$ cat config.mk
export PLATFORM = sky130hd
export DESIGN_NAME = one_wire_rom_search_core
export DESIGN_NICKNAME = d
export VERILOG_FILES = /design/src/sv/owrs_pkg.sv /design/src/sv/owrs_in_stage.sv /design/src/sv/owrs_decide.sv /design/src/sv/owrs_out_stage.sv /design/src/sv/one_wire_rom_search_core.sv
export SDC_FILE = /design/constraint.sdc
export NUM_CORES = 1
export LEC_CHECK = 0
export ABC_CLOCK_PERIOD_IN_PS = 7300
export BUFFER_PORTS_ARGS = -buffer_cell sky130_fd_sc_hd__buf_2
export CORE_ASPECT_RATIO = 1.2
export CORE_UTILIZATION = 44
export CTS_BUF_LIST = sky130_fd_sc_hd__clkbuf_16
export DETAILED_ROUTE_END_ITERATION = 8
export HOLD_SLACK_MARGIN = 0.06
export PLACE_DENSITY_LB_ADDON = 0.15
export SYNTH_ARGS = -nofsm -noshare
export SYNTH_HDL_FRONTEND = slang
export SYNTH_HIERARCHICAL = 1
export SYNTH_SLANG_ARGS = --single-unit
$ cat constraint.sdc
create_clock -name clk -period 7.3 [get_ports clk]
set_input_delay 1.095 -clock clk [delete_from_list [all_inputs] [get_ports clk]]
set_output_delay 1.095 -clock clk [all_outputs]
set_load 0.02 [all_outputs]
$ cat src/sv/owrs_pkg.sv
// Shared types, codes and widths for the 1-Wire ROM search core.
package owrs_pkg;

	// Field widths fixed by the interface
	localparam int unsigned OP_W       = 2;
	localparam int unsigned CMD_W      = 8;
	localparam int unsigned ROM_CODE_W = 64;
	localparam int unsigned STATUS_W   = 2;
	localparam int unsigned COUNT_W    = 8;
	// Bit position 1..ROM_BITS, ROM_BITS+1 after start or pass end; discrepancy 0..ROM_BITS
	localparam int unsigned POS_W      = 7;

	localparam int unsigned    ROM_BITS_DEFAULT = 64;
	localparam logic [CMD_W-1:0]   CMD_RESET    = 8'hF0;
	localparam logic [COUNT_W-1:0] COUNT_MAX    = 8'hFF;

	typedef enum logic [OP_W-1:0] {
		OP_START = 2'd0,
		OP_PASS  = 2'd1,
		OP_BIT   = 2'd2
	} op_t;

	typedef enum logic [STATUS_W-1:0] {
		STATUS_OK          = 2'd0,
		STATUS_NO_PRESENCE = 2'd1,
		STATUS_NO_ANSWER   = 2'd2
	} status_t;

	// One input transaction
	typedef struct packed {
		logic [OP_W-1:0] operation;
		logic            presence;
		logic            true_bit;
		logic            complement_bit;
	} item_t;

	// One result transaction
	typedef struct packed {
		logic                  write_bit;
		logic [CMD_W-1:0]      command_byte;
		logic [ROM_CODE_W-1:0] found_rom;
		logic                  rom_valid;
		logic                  search_done;
		logic [STATUS_W-1:0]   status;
		logic [COUNT_W-1:0]    device_count;
	} result_t;

endpackage

$ cat src/sv/owrs_in_stage.sv
// Input register stage: captures one transaction and holds it until the decision stage takes it.
module owrs_in_stage
	import owrs_pkg::*;
(
	input  logic  clk,
	input  logic  arst_n,
	input  logic  item_valid,
	output logic  item_ready,
	input  item_t item_in,
	input  logic  take,
	output logic  valid_s1,
	output item_t item_s1
);

	// Accept when empty or when the held transaction moves on this cycle
	assign item_ready = !valid_s1 || take;

	// Track occupancy
	always_ff @(posedge clk or negedge arst_n) begin
		if (!arst_n) begin
			valid_s1 <= 1'b0;
		end else if (item_ready) begin
			valid_s1 <= item_valid;
		end
	end

	// Capture payload
	always_ff @(posedge clk) begin
		if (item_ready && item_valid) begin
			item_s1 <= item_in;
		end
	end

endmodule

$ cat src/sv/owrs_decide.sv
// Search decision logic: ROM store, discrepancy tracking, pass control and the command register.
module owrs_decide
	import owrs_pkg::*;
#(
	parameter int unsigned ROM_BITS = ROM_BITS_DEFAULT
) (
	input  logic             clk,
	input  logic             arst_n,
	input  logic             cfg_we,
	input  logic [CMD_W-1:0] cfg_wdata,
	input  logic             take,
	input  item_t            item_s1,
	output result_t          result
);

	localparam int unsigned IDX_W = (ROM_BITS > 1) ? $clog2(ROM_BITS) : 1;
	localparam logic [POS_W-1:0] LAST_POS = POS_W'(ROM_BITS);
	localparam logic [POS_W-1:0] IDLE_POS = POS_W'(ROM_BITS + 1);
	localparam logic [POS_W-1:0] FIRST_POS = POS_W'(1);

	logic [CMD_W-1:0]    search_command_q;
	logic [ROM_BITS-1:0] rom_store_q, rom_store_nxt;
	logic [POS_W-1:0]    last_disc_q, last_disc_nxt;
	logic [POS_W-1:0]    disc_mark_q, disc_mark_nxt;
	logic [POS_W-1:0]    bit_pos_q, bit_pos_nxt;
	logic                active_q, active_nxt;
	logic [COUNT_W-1:0]  found_q, found_nxt;

	logic [POS_W-1:0] pos_m1;
	logic [IDX_W-1:0] bit_idx;
	logic             dir;
	logic             pass_open;

	assign pos_m1    = bit_pos_q - FIRST_POS;
	assign bit_idx   = pos_m1[IDX_W-1:0];
	assign pass_open = (bit_pos_q >= FIRST_POS) && (bit_pos_q <= LAST_POS);

	// Hold the search command register
	always_ff @(posedge clk or negedge arst_n) begin
		if (!arst_n) begin
			search_command_q <= CMD_RESET;
		end else if (cfg_we) begin
			search_command_q <= cfg_wdata;
		end
	end

	// Pick the branch for the current bit
	always_comb begin
		if (item_s1.true_bit != item_s1.complement_bit) begin
			dir = item_s1.true_bit;
		end else if (bit_pos_q == last_disc_q) begin
			dir = 1'b1;
		end else if (bit_pos_q > last_disc_q) begin
			dir = 1'b0;
		end else begin
			dir = rom_store_q[bit_idx];
		end
	end

	// Next state and result for the held transaction
	always_comb begin
		rom_store_nxt = rom_store_q;
		last_disc_nxt = last_disc_q;
		disc_mark_nxt = disc_mark_q;
		bit_pos_nxt   = bit_pos_q;
		active_nxt    = active_q;
		found_nxt     = found_q;
		result        = '0;
		case (op_t'(item_s1.operation))
			OP_START: begin
				rom_store_nxt = '0;
				last_disc_nxt = '0;
				disc_mark_nxt = '0;
				found_nxt     = '0;
				bit_pos_nxt   = IDLE_POS;
				active_nxt    = 1'b1;
			end
			OP_PASS: begin
				if (active_q) begin
					if (!item_s1.presence) begin
						result.status = STATUS_NO_PRESENCE;
						active_nxt    = 1'b0;
						bit_pos_nxt   = IDLE_POS;
					end else begin
						result.command_byte = search_command_q;
						bit_pos_nxt         = FIRST_POS;
						disc_mark_nxt       = '0;
					end
				end
			end
			OP_BIT: begin
				if (active_q && pass_open) begin
					if (item_s1.true_bit && item_s1.complement_bit) begin
						// Nobody drove the slot: abort the search
						result.status = STATUS_NO_ANSWER;
						disc_mark_nxt = '0;
						active_nxt    = 1'b0;
						bit_pos_nxt   = IDLE_POS;
					end else begin
						// Mark a zero taken at an open branch
						if ((item_s1.true_bit == item_s1.complement_bit) && !dir &&
						    (bit_pos_q != last_disc_q)) begin
							disc_mark_nxt = bit_pos_q;
						end
						rom_store_nxt[bit_idx] = dir;
						result.write_bit       = dir;
						if (bit_pos_q == LAST_POS) begin
							// Close the pass
							last_disc_nxt    = disc_mark_nxt;
							if (found_q != COUNT_MAX) begin
								found_nxt = found_q + COUNT_W'(1);
							end
							result.found_rom = ROM_CODE_W'(rom_store_nxt);
							result.rom_valid = 1'b1;
							bit_pos_nxt      = IDLE_POS;
							if (disc_mark_nxt == '0) begin
								active_nxt = 1'b0;
							end
						end else begin
							bit_pos_nxt = bit_pos_q + FIRST_POS;
						end
					end
				end
			end
			default: begin
				// Unused code: no state change
			end
		endcase
		result.search_done  = !active_nxt;
		result.device_count = found_nxt;
	end

	// Advance state when the transaction moves to the result register
	always_ff @(posedge clk or negedge arst_n) begin
		if (!arst_n) begin
			rom_store_q <= '0;
			last_disc_q <= '0;
			disc_mark_q <= '0;
			bit_pos_q   <= FIRST_POS;
			active_q    <= 1'b0;
			found_q     <= '0;
		end else if (take) begin
			rom_store_q <= rom_store_nxt;
			last_disc_q <= last_disc_nxt;
			disc_mark_q <= disc_mark_nxt;
			bit_pos_q   <= bit_pos_nxt;
			active_q    <= active_nxt;
			found_q     <= found_nxt;
		end
	end

endmodule

$ cat src/sv/owrs_out_stage.sv
// Result register: holds one result transaction until the consumer takes it.
module owrs_out_stage
	import owrs_pkg::*;
(
	input  logic    clk,
	input  logic    arst_n,
	input  logic    valid_s1,
	input  result_t result_in,
	output logic    take,
	output logic    result_valid,
	input  logic    result_ready,
	output result_t result_q
);

	// Load when empty or when the held result leaves this cycle
	assign take = valid_s1 && (!result_valid || result_ready);

	// Track occupancy
	always_ff @(posedge clk or negedge arst_n) begin
		if (!arst_n) begin
			result_valid <= 1'b0;
		end else if (take) begin
			result_valid <= 1'b1;
		end else if (result_ready) begin
			result_valid <= 1'b0;
		end
	end

	// Capture payload
	always_ff @(posedge clk) begin
		if (take) begin
			result_q <= result_in;
		end
	end

endmodule

$ cat src/sv/one_wire_rom_search_core.sv
// Top level of the 1-Wire ROM search decision core.
//
//  channel  | handshake                   | payload
//  ---------+-----------------------------+--------------------------------------------
//  item     | item_valid / item_ready     | operation, presence, true_bit, complement_bit
//  result   | result_valid / result_ready | write_bit, command_byte, found_rom, rom_valid,
//           |                             | search_done, status, device_count
//  config   | cfg_we (no wait)            | cfg_wdata -> search command byte
//
// One transaction per cycle sustained while results are taken. An accepted item is decided
// as it sits in the input register, then offered as a result from the result register.
// Reset (arst_n low) clears the search state at once and loads command 0xF0.
// A stalled result holds the decision stage; the input register takes one more item only if empty.
module one_wire_rom_search_core
	import owrs_pkg::*;
#(
	parameter int unsigned ROM_BITS = ROM_BITS_DEFAULT
) (
	input  logic                  clk,
	input  logic                  arst_n,
	input  logic                  cfg_we,
	input  logic [CMD_W-1:0]      cfg_wdata,
	input  logic                  item_valid,
	output logic                  item_ready,
	input  logic [OP_W-1:0]       operation,
	input  logic                  presence,
	input  logic                  true_bit,
	input  logic                  complement_bit,
	output logic                  result_valid,
	input  logic                  result_ready,
	output logic                  write_bit,
	output logic [CMD_W-1:0]      command_byte,
	output logic [ROM_CODE_W-1:0] found_rom,
	output logic                  rom_valid,
	output logic                  search_done,
	output logic [STATUS_W-1:0]   status,
	output logic [COUNT_W-1:0]    device_count
);

	item_t   item_in;
	item_t   item_s1;
	logic    valid_s1;
	logic    take;
	result_t result_d;
	result_t result_q;

	assign item_in.operation      = operation;
	assign item_in.presence       = presence;
	assign item_in.true_bit       = true_bit;
	assign item_in.complement_bit = complement_bit;

	owrs_in_stage u_in (
		.clk        (clk),
		.arst_n     (arst_n),
		.item_valid (item_valid),
		.item_ready (item_ready),
		.item_in    (item_in),
		.take       (take),
		.valid_s1   (valid_s1),
		.item_s1    (item_s1)
	);

	owrs_decide #(
		.ROM_BITS (ROM_BITS)
	) u_decide (
		.clk       (clk),
		.arst_n    (arst_n),
		.cfg_we    (cfg_we),
		.cfg_wdata (cfg_wdata),
		.take      (take),
		.item_s1   (item_s1),
		.result    (result_d)
	);

	owrs_out_stage u_out (
		.clk          (clk),
		.arst_n       (arst_n),
		.valid_s1     (valid_s1),
		.result_in    (result_d),
		.take         (take),
		.result_valid (result_valid),
		.result_ready (result_ready),
		.result_q     (result_q)
	);

	// Drive result ports
	assign write_bit    = result_q.write_bit;
	assign command_byte = result_q.command_byte;
	assign found_rom    = result_q.found_rom;
	assign rom_valid    = result_q.rom_valid;
	assign search_done  = result_q.search_done;
	assign status       = result_q.status;
	assign device_count = result_q.device_count;

endmodule

# Word-level counts from Yosys, hierarchy flattened
# Cells that the tools add are included.
[totals] register_bits=194 latch_bits=0 mem_bits_rw=0 rom_bits=0 word_cells=120 n_memories=0
[classes] addsub=3 mul=0 div_mod_pow=0 n_lt_le_gt_ge=5 eq_ne=13 shifts=0 n_mux=50 bitwise=3 reduce_logical=26
[ops] op="two-way mux 64 bit" n=2
[ops] op="case mux 64 bit (2 select lines)" n=1
[ops] op="two-way mux 7 bit" n=16
[ops] op="bitwise mux 64 bit" n=1
[ops] op="case mux 7 bit (3 select lines)" n=2
[ops] op="two-way mux 8 bit" n=4
[ops] op="case mux 8 bit (2 select lines)" n=1
[ops] op="two-way mux 1 bit" n=15
[ops] op="case mux 7 bit (2 select lines)" n=1
[ops] op="AND reduction 5 bit" n=2
[ops] op="adder 8 x 1 -> 8 bit, second input constant" n=1
[ops] op="logical AND 1 bit" n=8
[ops] op="inequality test 8 bit, second input constant" n=1
[ops] op="AND reduction 4 bit" n=2
[ops] op="adder 7 x 1 -> 7 bit, second input constant" n=1
[ops] op="== test 7 bit" n=1
[ops] op="== test 7 bit, second input constant" n=1
[ops] op="greater-or-equal comparator 7 x 1 -> 1 bit, second input constant" n=1
[ops] op="greater-than comparator 7 bit" n=1
[ops] op="<= comparator 7 bit, second input constant" n=1
[ops] op="zero test 7 bit" n=1
[ops] op="less-than comparator 6 x 7 -> 1 bit, second input constant" n=1
[ops] op="inequality test 7 bit" n=1
[ops] op="binary-select mux 1 bit (select 6 bit)" n=1
[ops] op="21 further kinds" n=33

# Longest topological paths before layout
[logic_depth] depth_word=20 mapped_depth=16 depth_no_buf=10

# Cells and area by module
# The synthesis kept the hierarchy.
[modules_own_cells] mod="owrs_decide" n_inst=1 cells_each=770 area_per_inst_um2=6611.3 seq_area_each_um2=2558.7
[modules_own_cells] mod="owrs_out_stage" n_inst=1 cells_each=89 area_per_inst_um2=2596.2 seq_area_each_um2=2577.5
[modules_own_cells] mod="owrs_in_stage" n_inst=1 cells_each=9 area_per_inst_um2=203.9 seq_area_each_um2=175.2

# Worst setup path before layout
# No wires, ideal clock.
[synth_path] path_kind="input port to flip-flop" from="input port result_ready" to="register u_decide.disc_mark_q[0]" setup_ns=0.121 arrival_ns=4.905 path_slack_ns=2.274 cell_stages=5 path_buffers=0 path_cell_list="nand2b_1 > and2_1 > o211ai_1 > a311o_1 > a22o_1"
[synth_between] elab_chain_len=3
[synth_lines] element="start, declared" line_no="one_wire_rom_search_core.sv:30" source="input logic result_ready,"
[synth_lines] element="logical OR 1 bit" line_no="owrs_out_stage.sv:16" source="assign take = valid_s1 && (!result_valid || result_ready);"
[synth_lines] element="logical AND 1 bit" line_no="owrs_out_stage.sv:16"
[synth_lines] element="net take" line_no="one_wire_rom_search_core.sv:43" source="logic take;"
[synth_lines] element="AND reduction 5 bit (no line)"
[synth_lines] element="end signal, assigned" line_no="owrs_decide.sv:145" source="disc_mark_q <= disc_mark_nxt;"
[synth_lines] element="end, declared" line_no="owrs_decide.sv:24" source="logic [POS_W-1:0] disc_mark_q, disc_mark_nxt;"
# The timed path passes the listed nets, and every way through them passes these cells.
# A chain may end at the register's enable or synchronous reset.

# Worst setup path after layout
[layout_path] from="register u_decide.bit_pos_q[1]" to="register u_decide.rom_store_q[59]"
[layout_between] elab_chain_len=10 word_cells_on_any_way=23 classes_between="1 x add/sub; 5 x order compare; 2 x eq/ne; 11 x mux; 4 x reduce/logical"
[layout_lines] element="start, declared" line_no="owrs_decide.sv:25" source="logic [POS_W-1:0] bit_pos_q, bit_pos_nxt;"
[layout_lines] element="start signal, assigned" line_no="owrs_decide.sv:146" source="bit_pos_q <= bit_pos_nxt;"
[layout_lines] element="subtractor 6 x 1 -> 6 bit" line_no="owrs_decide.sv:34" source="assign pos_m1 = bit_pos_q - FIRST_POS;"
[layout_lines] element="binary-select mux 1 bit (select 6 bit)" line_no="owrs_decide.sv:56" source="dir = rom_store_q[bit_idx];"
[layout_lines] element="two-way mux 1 bit (not written as such)" line_no="owrs_decide.sv:56"
[layout_lines] element="two-way mux 1 bit" line_no="owrs_decide.sv:53" source="end else if (bit_pos_q > last_disc_q) begin"
[layout_lines] element="two-way mux 1 bit" line_no="owrs_decide.sv:51" source="end else if (bit_pos_q == last_disc_q) begin"
[layout_lines] element="two-way mux 1 bit" line_no="owrs_decide.sv:49" source="if (item_s1.true_bit != item_s1.complement_bit) begin"
[layout_lines] element="bitwise mux 64 bit" line_no="owrs_decide.sv:105" source="rom_store_nxt[bit_idx] = dir;"
[layout_lines] element="two-way mux 64 bit" line_no="owrs_decide.sv:93" source="if (item_s1.true_bit && item_s1.complement_bit) begin"
[layout_lines] element="two-way mux 64 bit" line_no="owrs_decide.sv:92" source="if (active_q && pass_open) begin"
[layout_lines] element="case mux 64 bit (2 select lines)" line_no="owrs_decide.sv:69" source="case (op_t'(item_s1.operation))"
[layout_lines] element="end signal, assigned" line_no="owrs_decide.sv:143" source="rom_store_q <= rom_store_nxt;"
[layout_lines] element="end, declared" line_no="owrs_decide.sv:22" source="logic [ROM_BITS-1:0] rom_store_q, rom_store_nxt;"
# Parallel ways exist; a longest one is shown, timed or not. The select of a mux whose other input is x is not followed.

==> metrics.yaml <==
routing:
  dr_wl_met3_um: 1160
  dr.pass1.iters: 5
  wl_per_cell_um: 18.4
  drc: 0
  via_count: 6984
  met1Wirelength_um: 10000
  viasPerCell: 5.68
  wl_met2_um: 10800
  wl_um: 22700
  top_layer: "met4"
  drtIter0Drc: 592
  ant_nets: 0
sta:
  fmax_mhz: 189
  slew_headroom: 0.227
  final.min_clock_period_ns: 5.28
  drv_slew: 0
  hold_viol_final: 0
  min_period_over_period: 0.723
  rsz0062_at_grt: "false"
  tightest_slew_ns: 1.15
  fin_skew_ns: 0.00972
  setup_viol: 0
  finalSetupTns_ns: 0
synthesis:
  syn_inst: 868
  yosysWarnings: 6
  synthXorXnorAreaFrac: 0.0109
  ys_seq_area_frac: 0.564
  synth_compound_area_frac: 0.166
  postSynth.asyncResetShare: 0.536
  synth_nets: 903
  synth_fa_ha_area_frac: 0.0226
  synth-seq-cells: 194
  synth_edf_count: 90
  synth.area.mux_share: 0.0536
  synth-simple-area-share: 0.141
  synth_flop_cell: "dfrtp_1"
  ys_types: 66
  post_synth_instance_area_um2: 9410
  syn_avg_cell_area_um2: 10.8
  synth_top_family_by_area: "compound AO/OA/AOI/OAI gates"
pwr:
  powerDensity_nw_per_um2: 297
  leakage_nw: 4.37
  ir_drop_mv: 0.181
setup_path:
  cp.arrival_ns: 5.62
  crit_path_start_kind: "flop"
  crit_fanout: 42
  cpPeakStageDelay_ns: 1.00
  worstSetupPathType: "flop to flop"
  crit_family: "simple AND/OR/NAND/NOR gates"
  rrSetupSlack_ns: 2.02
  cp_num_buf_inv: 2
  cp-end-kind: "flop"
  slowest_stage: "ha_1"
  crit_chain: "inv_1 -> ha_1 -> nor2_1 -> mux4_2 -> nor4_1 -> or4_1 -> o211ai_2 -> o31ai_4 -> nand3_2 -> buf_4 -> o31ai_1"
  cp.required_ns: 7.64
placed_design:
  io_buffers: 104
  place_hpwl_um: 14700
  gp_congestion: 0.895
die:
  io_pins: 105
  die_h_um: 162
  core_um2: 21000
  rows: 58
  die_x_um: 136
  initial_core_util: 0.449
  dieArea_um2: 22000
clock_network:
  cts_setup_buffers: 0
  clk_path_buf_depth: 2
  ctsHoldBuffers: 0
  cts_sinks: 194
  htreeDepth: 4
  cts_tree: "built"
  clkSlewWorstSetupHoldPaths_ns: 0.08
  clk_latency_ns: 0.44
  root_buffer: "clkbuf_16"
  cts_repair_resize_count: 0
  cts-buffers-inserted: 17
global_route:
  globalRoute.totalOverflow: 0
  track_usage: 0.216
  antenna_found_initial: 0
  grt_first_pass_wirelength_um: 36200
  grt_max_degree: 70
  grt_pass1_vias: 6635
layout:
  nets: 982
  synthToLayoutAreaGrowth_pct: 14.1
  drive_gt1_frac: 0.208
  finalCoreUtilization: 0.512
  n_antenna_cell: 0
status:
  outcome: "finished clean"
hold_path:
  worst_hold_path_type: "flop to flop"
job:
  cap_violations: 0
-- cell type report --
type,instances,area (um2)
well taps,270,338
inverters,38,143
multi-input cells,579,3730
flip-flops and latches,194,5310
repair buffers,117,621
clock buffers,17,425
clock inverters,15,175
fillers,1899,10200
-- routing by layer --
layer  global-route usage  vias up
met5                    0        -
met3               0.0400       43
met4               0.0884        0
met2                0.347      227
met1                0.286     3378
li1                     -     3336
-- kinds of logic (layout without fill, tap and decap cells) --
logic type,count (synthesis),after routing
AOI/OAI and AO/OA,257,257
and+or+nand+nor,257,257
DFF,194,194
buffers and inverters,95,187
muxes,38,38
adders and majority gates,17,17
xor gates and xnor gates,10,10
-- power by group --
part / internal [mW] / switching [mW] / total [mW]
Clock: 0.515 / 0.438 / 0.953
Sequential: 1.24 / 0.0570 / 1.30
Combinational: 0.282 / 0.654 / 0.936
-- path summary, 6_finish.rpt --
path,startpoint,cells after the start,endpoint
min in group asynchronous,arst_n,1,u_decide/search_command_q[3]
max in group asynchronous,arst_n,2,u_decide/rom_store_q[50]
min reg2reg,u_decide/last_disc_q[0],2,u_decide/last_disc_q[0]
max reg2reg,u_decide/bit_pos_q[1],11,u_decide/rom_store_q[59]
max,u_decide/bit_pos_q[1],11,u_decide/rom_store_q[59]
min,u_decide/last_disc_q[0],2,u_decide/last_disc_q[0]
-- cell usage in the layout (no fill, tap or decap), types with 18 or more instances in the layout --
| master | count |
|---|---|
| buf_2 | 103 |
| dfrtp_1 | 99 |
| o21ai_0 | 90 |
| edfxtp_1 | 90 |
| a21oi_1 | 76 |
| nand2_1 | 74 |
| and2_1 | 49 |
| inv_1 | 38 |
| nor2_1 | 30 |
| nand3_1 | 29 |
| o22ai_1 | 24 |
| o31ai_1 | 22 |
| mux2_2 | 19 |
| nor3_1 | 18 |
-- synth_stat cells, types with 4 or more instances --
library cell	count	area share
buf_2	6	0.0032
xor2_1	6	0.0056
o22ai_1	24	0.016
and2_1	50	0.033
a21oi_1	76	0.040
inv_1	38	0.015
a31oi_1	5	0.0033
edfxtp_1	90	0.29
nand4_1	9	0.0060
and3_1	5	0.0033
nor3_1	20	0.011
nor2_1	31	0.012
ha_1	17	0.023
nand2_1	74	0.030
clkbuf_1	43	0.017
a22o_1	9	0.0084
buf_4	4	0.0032
nor2b_1	8	0.0053
o21ai_0	90	0.048
mux2_2	19	0.023
nand3_1	29	0.015
nor4_1	5	0.0033
o31ai_1	22	0.018
mux4_2	8	0.019
dfstp_2	5	0.014
dfrtp_1	99	0.26
o221ai_1	4	0.0037
nand2b_1	10	0.0066
mux2i_1	11	0.012
-- worst min-delay path, delay by kind of cell, from the launching register on --
kind / cells / cell delay (ns)
simple gates: 1 / 0.05
flops: 1 / 0.36
compound gates: 1 / 0.06
-- metrics by stage --
step                      std cells  hold WS (ns)  setup slack [ns]  area [um2]  total power, mW
final                          1230         0.497              2.02       10700             3.19
after floorplan                 868         0.455              2.27        9410             1.98
after CTS                      1230         0.499              2.06       10700             3.20
after global placement         1198         0.481              2.18       10100             2.24
after detailed placement       1198         0.483              2.08       10100             2.25
after global routing           1230         0.519              1.51       10700             3.35
-- registers in the layout, indices dropped and copies added, names as in the netlist, 5 cells and up, named ones only --
register                   count
u_in/item_s1                   5
u_decide/last_disc_q           7
u_decide/bit_pos_q             7
u_decide/rom_store_q          64
u_decide/disc_mark_q           7
u_decide/search_command_q      8
u_decide/found_q               8
u_out/result_q                85
Note: power is estimated with default switching activity, not from simulation.
